`config.mk`:
```
export PLATFORM = sky130hd
export DESIGN_NAME = bfd_session_seq_ack_checker_unit_flat
export DESIGN_NICKNAME = d
export VERILOG_FILES = /design/src/rtl/core/bfd_sc_pkg.sv /design/src/rtl/core/bfd_sc_if.sv /design/src/rtl/core/bfd_sc_table.sv /design/src/rtl/core/bfd_sc_check.sv /design/src/rtl/core/bfd_session_seq_ack_checker_unit.sv /design/src/flat_wrapper.sv
export VERILOG_INCLUDE_DIRS = /design/src /design/src/rtl/core
export SDC_FILE = /design/constraint.sdc
export NUM_CORES = 2
export LEC_CHECK = 0
export BUFFER_PORTS_ARGS = -buffer_cell sky130_fd_sc_hd__buf_4
export CAP_MARGIN = 20
export CELL_PAD_IN_SITES_DETAIL_PLACEMENT = 0
export CELL_PAD_IN_SITES_GLOBAL_PLACEMENT = 1
export CORE_ASPECT_RATIO = 1.2
export CORE_UTILIZATION = 40
export DETAILED_ROUTE_END_ITERATION = 8
export MAX_ROUTING_LAYER = met4
export PLACE_DENSITY_LB_ADDON = 0.05
export SYNTH_ARGS = -nofsm -noshare
export SYNTH_HDL_FRONTEND = slang
export SYNTH_SLANG_ARGS = --single-unit
```
`constraint.sdc`:
```
create_clock -name clk_i -period 8.2 [get_ports clk_i]
set_input_delay 0.82 -clock clk_i [delete_from_list [all_inputs] [get_ports clk_i]]
set_output_delay 0.82 -clock clk_i [all_outputs]
set_load 0.01 [all_outputs]
```
`src/rtl/core/bfd_session_seq_ack_checker_unit_macros.svh`:
```
// Assertion macros for the session sequence/acknowledgement checker.
// Included by the RTL files that carry concurrent assertions.
`ifndef BFD_SESSION_SEQ_ACK_CHECKER_UNIT_MACROS_SVH
`define BFD_SESSION_SEQ_ACK_CHECKER_UNIT_MACROS_SVH

`ifndef SYNTHESIS

`define BFD_SC_ASSERT(label, clk, rst_n, prop) \
  label: assert property (@(posedge clk) disable iff (!rst_n) prop) \
    else $error("bfd_sc assertion failed");

`define BFD_SC_ASSERT_ALWAYS(label, clk, prop) \
  label: assert property (@(posedge clk) prop) \
    else $error("bfd_sc assertion failed");

`else

`define BFD_SC_ASSERT(label, clk, rst_n, prop)

`define BFD_SC_ASSERT_ALWAYS(label, clk, prop)

`endif

`endif

```
`src/rtl/core/bfd_sc_pkg.sv`:
```
// Types and constants shared by the session sequence/acknowledgement checker.
// No dependencies.
package bfd_sc_pkg;

  localparam logic [15:0] ResetAck = 16'hFFFF;

  typedef enum logic [1:0] {
    OutNone   = 2'd0,
    OutReset  = 2'd1,
    OutAccept = 2'd2,
    OutReject = 2'd3
  } outcome_e;

  typedef struct packed {
    logic        session_hit;
    logic [6:0]  session_index;
    logic [15:0] peer_seq;
    logic [15:0] peer_ack;
    logic [63:0] now_ns;
  } probe_t;

  typedef struct packed {
    outcome_e outcome;
    logic     drop;
  } result_t;

  typedef struct packed {
    logic [15:0] seq;
    logic [15:0] ack;
  } tag_t;

  typedef struct packed {
    tag_t        tag;
    logic [63:0] stamp;
  } entry_t;

  typedef struct packed {
    result_t res;
    logic    wr_en;
    entry_t  entry;
  } decision_t;

endpackage

```
`src/rtl/core/bfd_sc_if.sv`:
```
// Valid/ready channel interfaces for probes in and results out.
// Depends on bfd_sc_pkg.
interface bfd_sc_probe_if import bfd_sc_pkg::*; ();
  logic   valid;
  logic   ready;
  probe_t payload;

  modport source (output valid, output payload, input ready);
  modport sink (input valid, input payload, output ready);
endinterface

interface bfd_sc_result_if import bfd_sc_pkg::*; ();
  logic    valid;
  logic    ready;
  result_t payload;

  modport source (output valid, output payload, input ready);
  modport sink (input valid, input payload, output ready);
endinterface

```
`src/rtl/core/bfd_sc_table.sv`:
```
// Per-session state memory with one read and one write port and a clear sweep.
// Depends on bfd_sc_pkg.
module bfd_sc_table import bfd_sc_pkg::*; #(
  parameter int unsigned SESSIONS = 128,
  localparam int unsigned IdxW = (SESSIONS > 1) ? $clog2(SESSIONS) : 1
) (
  input  logic            clk_i,
  input  logic            rst_ni,
  input  logic            rd_en_i,
  input  logic [IdxW-1:0] rd_addr_i,
  output tag_t            rd_tag_o,
  input  logic            wr_en_i,
  input  logic [IdxW-1:0] wr_addr_i,
  input  entry_t          wr_entry_i,
  output logic            busy_o
);

  tag_t        tag_mem [SESSIONS];
  logic [63:0] stamp_mem [SESSIONS];
  tag_t        rd_tag_q;

  logic            busy_q, busy_d;
  logic [IdxW-1:0] clr_addr_q, clr_addr_d;

  logic            mem_we;
  logic [IdxW-1:0] mem_addr;
  entry_t          mem_entry;

  always_comb begin
    busy_d     = busy_q;
    clr_addr_d = clr_addr_q;
    if (busy_q) begin
      if (clr_addr_q == IdxW'(SESSIONS - 1)) begin
        busy_d = 1'b0;
      end else begin
        clr_addr_d = clr_addr_q + 1'b1;
      end
    end
  end

  always_ff @(posedge clk_i or negedge rst_ni) begin
    if (!rst_ni) begin
      busy_q     <= 1'b1;
      clr_addr_q <= '0;
    end else begin
      busy_q     <= busy_d;
      clr_addr_q <= clr_addr_d;
    end
  end

  assign mem_we    = busy_q || wr_en_i;
  assign mem_addr  = busy_q ? clr_addr_q : wr_addr_i;
  assign mem_entry = busy_q ? entry_t'('0) : wr_entry_i;

  always_ff @(posedge clk_i) begin
    if (mem_we) begin
      tag_mem[mem_addr]   <= mem_entry.tag;
      stamp_mem[mem_addr] <= mem_entry.stamp;
    end
    if (rd_en_i) begin
      rd_tag_q <= tag_mem[rd_addr_i];
    end
  end

  assign rd_tag_o = rd_tag_q;
  assign busy_o   = busy_q;

endmodule

```
`src/rtl/core/bfd_sc_check.sv`:
```
// Acknowledgement advance check and entry update for one probe.
// Depends on bfd_sc_pkg.
module bfd_sc_check import bfd_sc_pkg::*; (
  input  logic      hit_i,
  input  probe_t    probe_i,
  input  tag_t      tag_i,
  output decision_t dec_o
);

  logic advances;

  always_comb begin
    if (tag_i.seq >= tag_i.ack) begin
      advances = probe_i.peer_ack > tag_i.ack;
    end else begin
      advances = (probe_i.peer_ack > tag_i.ack) || (probe_i.peer_ack <= tag_i.seq);
    end
  end

  always_comb begin
    dec_o.res.outcome     = OutNone;
    dec_o.res.drop        = 1'b0;
    dec_o.wr_en           = 1'b0;
    dec_o.entry.tag.seq   = probe_i.peer_seq;
    dec_o.entry.tag.ack   = probe_i.peer_ack;
    dec_o.entry.stamp     = probe_i.now_ns;
    if (hit_i) begin
      if ((probe_i.peer_seq == 16'd0) && (probe_i.peer_ack == 16'd0)) begin
        dec_o.res.outcome   = OutReset;
        dec_o.wr_en         = 1'b1;
        dec_o.entry.tag.seq = 16'd0;
        dec_o.entry.tag.ack = ResetAck;
        dec_o.entry.stamp   = 64'd0;
      end else if (advances) begin
        dec_o.res.outcome = OutAccept;
        dec_o.wr_en       = 1'b1;
      end else begin
        dec_o.res.outcome = OutReject;
        dec_o.res.drop    = 1'b1;
      end
    end
  end

endmodule

```
`src/rtl/core/bfd_session_seq_ack_checker_unit.sv`:
```
// Top level of the session sequence/acknowledgement checker.
// Depends on bfd_sc_pkg, bfd_sc_if, bfd_sc_table, bfd_sc_check and the macro header.
//
//   channel    dir  transaction
//   probe_i    in   one received probe: hit, index, seq, ack, arrival time
//   result_o   out  one outcome code and drop flag per probe
//
// Accepted probes pass the read stage, then the output register. One probe per cycle
// is sustained while result_o.ready is high, set by the single table read port with
// the last write forwarded. After reset a clear sweep writes all SESSIONS entries,
// one per cycle, with probe_i.ready low throughout.
// A stalled result holds the output register and backs up into the read stage.
`include "bfd_session_seq_ack_checker_unit_macros.svh"

module bfd_session_seq_ack_checker_unit import bfd_sc_pkg::*; #(
  parameter int unsigned SESSIONS = 128
) (
  input  logic             clk_i,
  input  logic             rst_ni,
  bfd_sc_probe_if.sink     probe_i,
  bfd_sc_result_if.source  result_o
);

  localparam int unsigned IdxW = (SESSIONS > 1) ? $clog2(SESSIONS) : 1;

  logic            clr_busy;
  logic            accept;
  logic            s1_adv;
  logic [31:0]     idx_wide;
  logic            in_hit;

  logic            s1_valid_q;
  logic            s1_hit_q;
  logic [IdxW-1:0] s1_addr_q;
  probe_t          s1_probe_q;

  tag_t            rd_tag;
  tag_t            cur_tag;
  decision_t       dec;
  logic            wr_en;

  logic            fwd_valid_q;
  logic [IdxW-1:0] fwd_addr_q;
  tag_t            fwd_tag_q;

  logic            out_valid_q;
  result_t         out_q;

  assign idx_wide = 32'(probe_i.payload.session_index);
  assign in_hit   = probe_i.payload.session_hit && (idx_wide < 32'(SESSIONS));

  assign s1_adv        = s1_valid_q && (!out_valid_q || result_o.ready);
  assign probe_i.ready = !clr_busy && (!s1_valid_q || s1_adv);
  assign accept        = probe_i.valid && probe_i.ready;

  bfd_sc_table #(
    .SESSIONS (SESSIONS)
  ) u_table (
    .clk_i      (clk_i),
    .rst_ni     (rst_ni),
    .rd_en_i    (accept),
    .rd_addr_i  (idx_wide[IdxW-1:0]),
    .rd_tag_o   (rd_tag),
    .wr_en_i    (wr_en),
    .wr_addr_i  (s1_addr_q),
    .wr_entry_i (dec.entry),
    .busy_o     (clr_busy)
  );

  always_ff @(posedge clk_i or negedge rst_ni) begin
    if (!rst_ni) begin
      s1_valid_q <= 1'b0;
    end else if (accept) begin
      s1_valid_q <= 1'b1;
    end else if (s1_adv) begin
      s1_valid_q <= 1'b0;
    end
  end

  always_ff @(posedge clk_i) begin
    if (accept) begin
      s1_hit_q   <= in_hit;
      s1_addr_q  <= idx_wide[IdxW-1:0];
      s1_probe_q <= probe_i.payload;
    end
  end

  // Forward the last write over a read that raced it.
  assign cur_tag = (fwd_valid_q && (fwd_addr_q == s1_addr_q)) ? fwd_tag_q : rd_tag;

  bfd_sc_check u_check (
    .hit_i   (s1_hit_q),
    .probe_i (s1_probe_q),
    .tag_i   (cur_tag),
    .dec_o   (dec)
  );

  assign wr_en = s1_adv && dec.wr_en;

  always_ff @(posedge clk_i or negedge rst_ni) begin
    if (!rst_ni) begin
      fwd_valid_q <= 1'b0;
    end else if (wr_en) begin
      fwd_valid_q <= 1'b1;
    end
  end

  always_ff @(posedge clk_i) begin
    if (wr_en) begin
      fwd_addr_q <= s1_addr_q;
      fwd_tag_q  <= dec.entry.tag;
    end
  end

  always_ff @(posedge clk_i or negedge rst_ni) begin
    if (!rst_ni) begin
      out_valid_q <= 1'b0;
    end else if (s1_adv) begin
      out_valid_q <= 1'b1;
    end else if (result_o.ready) begin
      out_valid_q <= 1'b0;
    end
  end

  always_ff @(posedge clk_i) begin
    if (s1_adv) begin
      out_q <= dec.res;
    end
  end

  assign result_o.valid   = out_valid_q;
  assign result_o.payload = out_q;

  `BFD_SC_ASSERT(a_drop_iff_reject, clk_i, rst_ni,
    out_valid_q |-> (out_q.drop == (out_q.outcome == OutReject)))
  `BFD_SC_ASSERT(a_no_item_during_clear, clk_i, rst_ni, clr_busy |-> !s1_valid_q)
  `BFD_SC_ASSERT(a_write_needs_hit, clk_i, rst_ni, wr_en |-> s1_hit_q)
  `BFD_SC_ASSERT_ALWAYS(a_reset_idle, clk_i,
    $rose(rst_ni) |-> (clr_busy && !out_valid_q && !s1_valid_q))

endmodule
```
`src/flat_wrapper.sv`:
```
// flat-port wrapper written by rule: the top's interface ports become plain ports
module bfd_session_seq_ack_checker_unit_flat import bfd_sc_pkg::*;
#(
  parameter int unsigned SESSIONS = 128
)
  (clk_i, rst_ni, probe_i_valid, probe_i_payload, probe_i_ready, result_o_valid, result_o_payload, result_o_ready);
  bfd_sc_probe_if probe_i_i ();
  bfd_sc_result_if result_o_i ();
  input  logic clk_i;
  input  logic rst_ni;
  input wire logic [$bits(probe_i_i.valid)-1:0] probe_i_valid;
  input wire logic [$bits(probe_i_i.payload)-1:0] probe_i_payload;
  output wire logic [$bits(probe_i_i.ready)-1:0] probe_i_ready;
  output wire logic [$bits(result_o_i.valid)-1:0] result_o_valid;
  output wire logic [$bits(result_o_i.payload)-1:0] result_o_payload;
  input wire logic [$bits(result_o_i.ready)-1:0] result_o_ready;
  assign probe_i_i.valid = probe_i_valid;
  assign probe_i_i.payload = probe_i_payload;
  assign probe_i_ready = probe_i_i.ready;
  assign result_o_valid = result_o_i.valid;
  assign result_o_payload = result_o_i.payload;
  assign result_o_i.ready = result_o_ready;
  bfd_session_seq_ack_checker_unit #(.SESSIONS(SESSIONS)) u_core (.clk_i(clk_i), .rst_ni(rst_ni), .probe_i(probe_i_i), .result_o(result_o_i));
endmodule
```
Word-level counts from Yosys, hierarchy flattened --
Memory sizes are Yosys's and may differ from the RTL's. A register that Yosys moved wholly into a read port is not among the register bits. Index checks and enable logic that the tools add are counted.
Storage, ports and cells: register bits 157, bits in writable memories 4096, bits of input ports 108, output and inout bits 5, logic and storage cells 65, memories 1
Memory list:
- u_core.u_table.tag_mem | words 128, width 32, read ports 1, clocked after Yosys merged registers in 1, wr ports 1, line bfd_sc_table.sv:18 | tag_t tag_mem [SESSIONS];
Operators by class: add/sub/neg operators 1, $lt $le $gt $ge 4, equal/unequal tests 2, muxes and demuxes 19, bitwise logic cells 2, reductions and logical operators 20
Operators with widths (count):
- $mux 96 | 2
- $mux 97 | 1
- $logic_not 16->1 | 2
- $mux 32 | 1
- $ge 16x16->1 | 1
- $gt 16x16->1 | 1
- $le 16x16->1 | 1
- $mux 1 | 14
- $lt 7x8->1 const B | 1
- $add 7x1->7 const B | 1
- $eq 7x7->1 | 1
- $eq 7x7->1 const B | 1
- $logic_and 1x1->1 | 7
- $mux 7 | 1
- $logic_or 1x1->1 | 4
- $reduce_bool 2->1 | 2
- $logic_not 1->1 | 3
- $not 1->1 | 2
- $reduce_and 2->1 | 1
- $reduce_or 2->1 | 1

Longest topological paths before layout --
depth after elaboration 13, depth in mapped cells 15, depth with buffers taken out 13

Cells and area by module --
Synthesis repeated with hierarchy kept, for this count alone.
Second synthesis, totals: cell total of the unflattened synthesis 6556, area total of the unflattened synthesis 164146.2 um2
By module, submodules not included:
- bfd_sc_table | instances 1, cells an instance 6071, area each 157244.6 um2
- bfd_session_seq_ack_checker_unit | instances 1, cells an instance 205, area each 4998.5 um2
- bfd_sc_check | instances 1, cells an instance 280, area each 1903.1 um2

Least setup slack after synthesis --
No wires, ideal clock.
path type flip-flop to flip-flop, start point register u_core.s1_addr_q[6], end point memory u_core.u_table.tag_mem[101][0] (netlist name) (enable), arrival time 6150 ps, data required time 7739 ps, setup slack 1589 ps, stages on the path, launching flop included 16, buffers on the path 3, period minus slack after synthesis 6611 ps, path through edfxtp_1 > xnor2_1 > nand4_1 > nor2_1 > clkbuf_1 > buf_1 > mux2i_1 > ha_1 > a21oi_1 > o21ai_0 > a221oi_1 > a21oi_1 > nor4b_1 > a211oi_2 > clkbuf_1 > nor3_1
On the way: cells in the longest elaborated chain, start to end 13, elaborated cells between the ends (all ways) 16, classes of those cells 3 x order compare; 1 x eq/ne; 8 x mux; 4 x reduce/logical
Ends and longest elaborated chain:
- start: declaration | line bfd_session_seq_ack_checker_unit.sv:34 | logic [IdxW-1:0] s1_addr_q;
- start signal: assignment | line bfd_session_seq_ack_checker_unit.sv:83 | s1_addr_q <= idx_wide[IdxW-1:0];
- $eq 7x7->1 | line bfd_session_seq_ack_checker_unit.sv:89 | assign cur_tag = (fwd_valid_q && (fwd_addr_q == s1_addr_q)) ? fwd_tag_q : rd_tag;
- $logic_and 1x1->1 | line bfd_session_seq_ack_checker_unit.sv:89
- $mux 32 | line bfd_session_seq_ack_checker_unit.sv:89
- $gt 16x16->1 or $le 16x16->1 (tied branches) | line bfd_sc_check.sv:14, bfd_sc_check.sv:16
- $logic_or 1x1->1 | line bfd_sc_check.sv:16 | advances = (probe_i.peer_ack > tag_i.ack) || (probe_i.peer_ack <= tag_i.seq);
- $mux 1 | line bfd_sc_check.sv:13 | if (tag_i.seq >= tag_i.ack) begin
- $mux 1 | line bfd_sc_check.sv:34 | end else if (advances) begin
- $mux 1 | line bfd_sc_check.sv:28 | if ((probe_i.peer_seq == 16'd0) && (probe_i.peer_ack == 16'd0)) begin
- $mux 97 | line bfd_sc_check.sv:27 | if (hit_i) begin
- $logic_and 1x1->1 | line bfd_session_seq_ack_checker_unit.sv:98 | assign wr_en = s1_adv && dec.wr_en;
- $logic_or 1x1->1 | line bfd_sc_table.sv:51 | assign mem_we = busy_q || wr_en_i;
- $mux 1 | line bfd_sc_table.sv:56 | if (mem_we) begin
- $mux 1
- end: declaration | line bfd_sc_table.sv:18
Parallel ways exist; a longest one is shown, timed or not.

Worst setup path in the final report --
start point register u_core.s1_addr_q[1], end point memory u_core.u_table.tag_mem[4][22] (netlist name) (enable)
The elaborated chain is that of the path after synthesis.

==> results.txt <==
Gpl congestion = 0.848
Reg2Reg Capture Point = u_core.u_table.tag_mem[4][22]
First-pass detailed-route iteration total = 7
Total grt overflow = 0
Slack of the critical path = 1.63 ns
Number of setup violations in the final report = 0
CP cell instances = xnor2_1, nand4_1, nor2_4, mux2i_1, ha_1, a21oi_1, o21ai_0, a221oi_1, a21boi_0, a211oi_4, a211oi_4, buf_4, buf_4, nor3_2, buf_4
Initial DRC Count = 7,428
Net Sw Frac = 0.222
Mapped cell area = 162,000 sq um
DRT antenna net count = 0
Bufs and invs on worst path = 3
TNS Setup = 0 ns
Drc violations = 0
Mapped Cells = 6,549
Register area share after synthesis = 0.781
Hold Path Depth = 1
Tcrit/Tclk final = 0.802
Max rail drop VDD = 169 uV
Die X = 583 um
Post-CTS sizing = 0
CTS buffer count = 439
Final min period = 6.57 ns
# rows = 255
Crit Reg-Reg Startpoint = u_core.s1_addr_q[1]
Worst R2R Setup Slack = 1.63 ns
Setup CP Type = flip-flop to flip-flop
Synth warnings = 0
Number of max-cap violations = 0
Multi-input logic area = 35,300 sq um
Via density = 5.69
CP most frequent cell = buf_4
Most used flip-flop cell after synthesis = edfxtp_1
Drt wl/cell = 35.0 um
Number of global-route vias before repair = 75,800
Initial Util = 0.403
Clk_lat worst skew = 1.00 ns
Mapped Nets = 6,704
P&R area growth vs syn = 14.5%
Vias = 72,700
RSZ-0062 raised after global routing = no
Max-slew violations = 0
Clock slew at reported path FFs = 0.06 ns
Most common cell after layout, fill and taps aside = edfxtp_1
Final net count = 7,156
Clock share of power = 0.416
P_leak = 0.0571 uW
Flops & latches, synth = 4,221
Wire length of the first global-routing pass = 620 mm
Crit-path max FO = 32
CTS H-tree depth = 5
Die area = 408,000 sq um
Core area = 403,000 sq um
Most frequent cells in the layout = edfxtp_1 (4,210), mux4_2 (1,280), clkbuf_16 (441)
Switching power = 10,100 uW
EDFF count, synth = 4,210
Initial antenna violation count = 41
IO Pins = 113
Root Driver = clkbuf_16
Slew @ Worst Pin = 1.20 ns
Yosys cell types = 52
Fillers = 33,500
Slew HR = 0.199
Worst EP arrival = 7.20 ns
CTS Buffer Depth = 4
Final Hold Fails = 0
Die Span Y = 699 um
Hold Startpoint = probe_i_payload[71]
Worst R2R Path Depth = 15
Worst Path Required = 8.83 ns
Power per standard cell area = 245 nW/um^2
Setup Slack @ Placement = 1.71 ns
Gr usage total = 0.226
Register Area = 127,000 sq um
Startpoint types = flip-flop
Hold Path End = u_core.s1_probe_q[71]
Clk_skew = 0.0554 ns
# port buffers = 48
CP endpoint kind = flip-flop
Outcome = complete, no violations
Crit-path max cell delay = 0.90 ns
Routed WL = 447 mm
Post-DP HPWL = 256 mm
Hold WC Path Type = primary input to flip-flop
Avg Inst Size Synth = 24.8 sq um
Clk sinks = 4,221
Combinational Power Share = 0.057
Pin count of the biggest net entering global routing = 113
CTS tree = yes
Layout cells sized above 1 = 0.328
Sequential share of power = 0.526
Crit path max-delay family = compound AO/OA/AOI/OAI gates
Cell Int Power = 35,500 uW
Worst path slowest cell = a211oi_4
Async S/R FF share, synth = 0.00261
Fmax = 0.152 GHz
[power groups by stage]
stage	clock [uW]	sequential (uW)	combinational, uW
2_1_floorplan	0	24500	1440
3_3_place_gp	0	24400	2630
3_5_place_dp	0	24400	2670
4_1_cts	19500	24000	2680
5_1_grt	20300	24000	2760
6_report	19000	24000	2610
[stage by stage]
step | instances | instance area (sq um) | hold WS [ns] | utilization | power, uW
5_1_grt | 12800 | 186000 | 0.0422 | 0.461 | 47000
4_1_cts | 12800 | 186000 | 0.0131 | 0.461 | 46100
2_1_floorplan | 6549 | 162000 | 0.480 | - | 25900
6_report | 12800 | 186000 | 0.0861 | 0.461 | 45600
3_5_place_dp | 11900 | 172000 | 0.480 | 0.427 | 27100
3_3_place_gp | 11900 | 172000 | 0.479 | 0.427 | 27100
[repair_timing]
item,4_1_cts,5_1_grt
hold buffers,21,0
setup buffers,0,0
endpoints found under the hold margin,31,0
[cell type report]
cell class,instances,share of cell area
Inverter,26,0.000526
Clock inverter,251,0.0110
Antenna cell,13,0.000175
Multi-Input combinational cell,1940,0.190
Timing Repair Buffer,373,0.0180
Clock buffer,552,0.0617
Tap cell,5397,0.0364
Sequential cell,4221,0.682
[registers in the layout, indices dropped and copies added (netlist names), 3 cells and up]
signal / flops
u_core.fwd_addr_q: 7
u_core.fwd_tag_q: 32
u_core.result_o.payload: 3
u_core.s1_addr_q: 7
u_core.s1_probe_q: 32
u_core.u_table.clr_addr_q: 7
u_core.u_table.rd_tag_o: 32
u_core.u_table.tag_mem: 4096
[cells by family (layout without fill, tap and decap cells)]
| family | count (synthesis) | after routing | synth area share |
|---|---|---|---|
| simple gates | 245 | 245 | 0.00811 |
| fa+ha+maj | 47 | 47 | 0.00363 |
| mux | 1440 | 1440 | 0.188 |
| xor+xnor | 12 | 12 | 0.000648 |
| compound gates | 196 | 196 | 0.00847 |
| flops | 4221 | 4221 | 0.781 |
| other cells | 0 | 13 | 0 |
| buf+inv | 388 | 1202 | 0.00988 |
[metal layers]
layer	vias to the layer above	GRT usage	routed length [um]
li1	29600	-	-
met1	40500	0.308	190000
met2	2056	0.351	215000
met3	541	0.0373	26600
met4	0	0.0671	14700
met5	-	-	0
[cell usage after synthesis (all sizes together), types with 10 or more instances]
| cell type | instances | area [sq um] |
|---|---|---|
| nand2b | 22 | 138 |
| nor2b | 40 | 250 |
| nor3 | 66 | 330 |
| edfxtp | 4210 | 126000 |
| nand4 | 21 | 131 |
| a22o | 33 | 289 |
| clkbuf | 193 | 724 |
| mux2i | 143 | 1430 |
| buf | 169 | 780 |
| nor4 | 12 | 75.1 |
| mux2 | 17 | 191 |
| dfrtp | 10 | 250 |
| a21oi | 83 | 415 |
| xnor2 | 11 | 96.3 |
| ha | 47 | 588 |
| nand2 | 37 | 139 |
| a221oi | 34 | 298 |
| mux4 | 1280 | 28800 |
| inv | 26 | 97.6 |
| nor2 | 21 | 78.8 |
[worst max-delay path by stage]
stage / start / end / slack [ns] / depth (start not counted)
final: u_core.s1_addr_q[1] / u_core.u_table.tag_mem[4][22] / 1.63 / 15
after global routing: u_core.s1_addr_q[1] / u_core.u_table.tag_mem[4][22] / 1.37 / 15
after CTS: u_core.s1_addr_q[1] / u_core.u_table.tag_mem[63][0] / 1.67 / 16
after detailed placement: u_core.s1_addr_q[4] / u_core.u_table.tag_mem[63][30] / 1.71 / 16
after global placement: u_core.s1_addr_q[2] / u_core.u_table.tag_mem[63][24] / 1.73 / 16
after floorplan: u_core.s1_addr_q[6] / u_core.u_table.tag_mem[101][0] / 1.59 / 15
No activity file was read; power rests on OpenSTA's default activity.
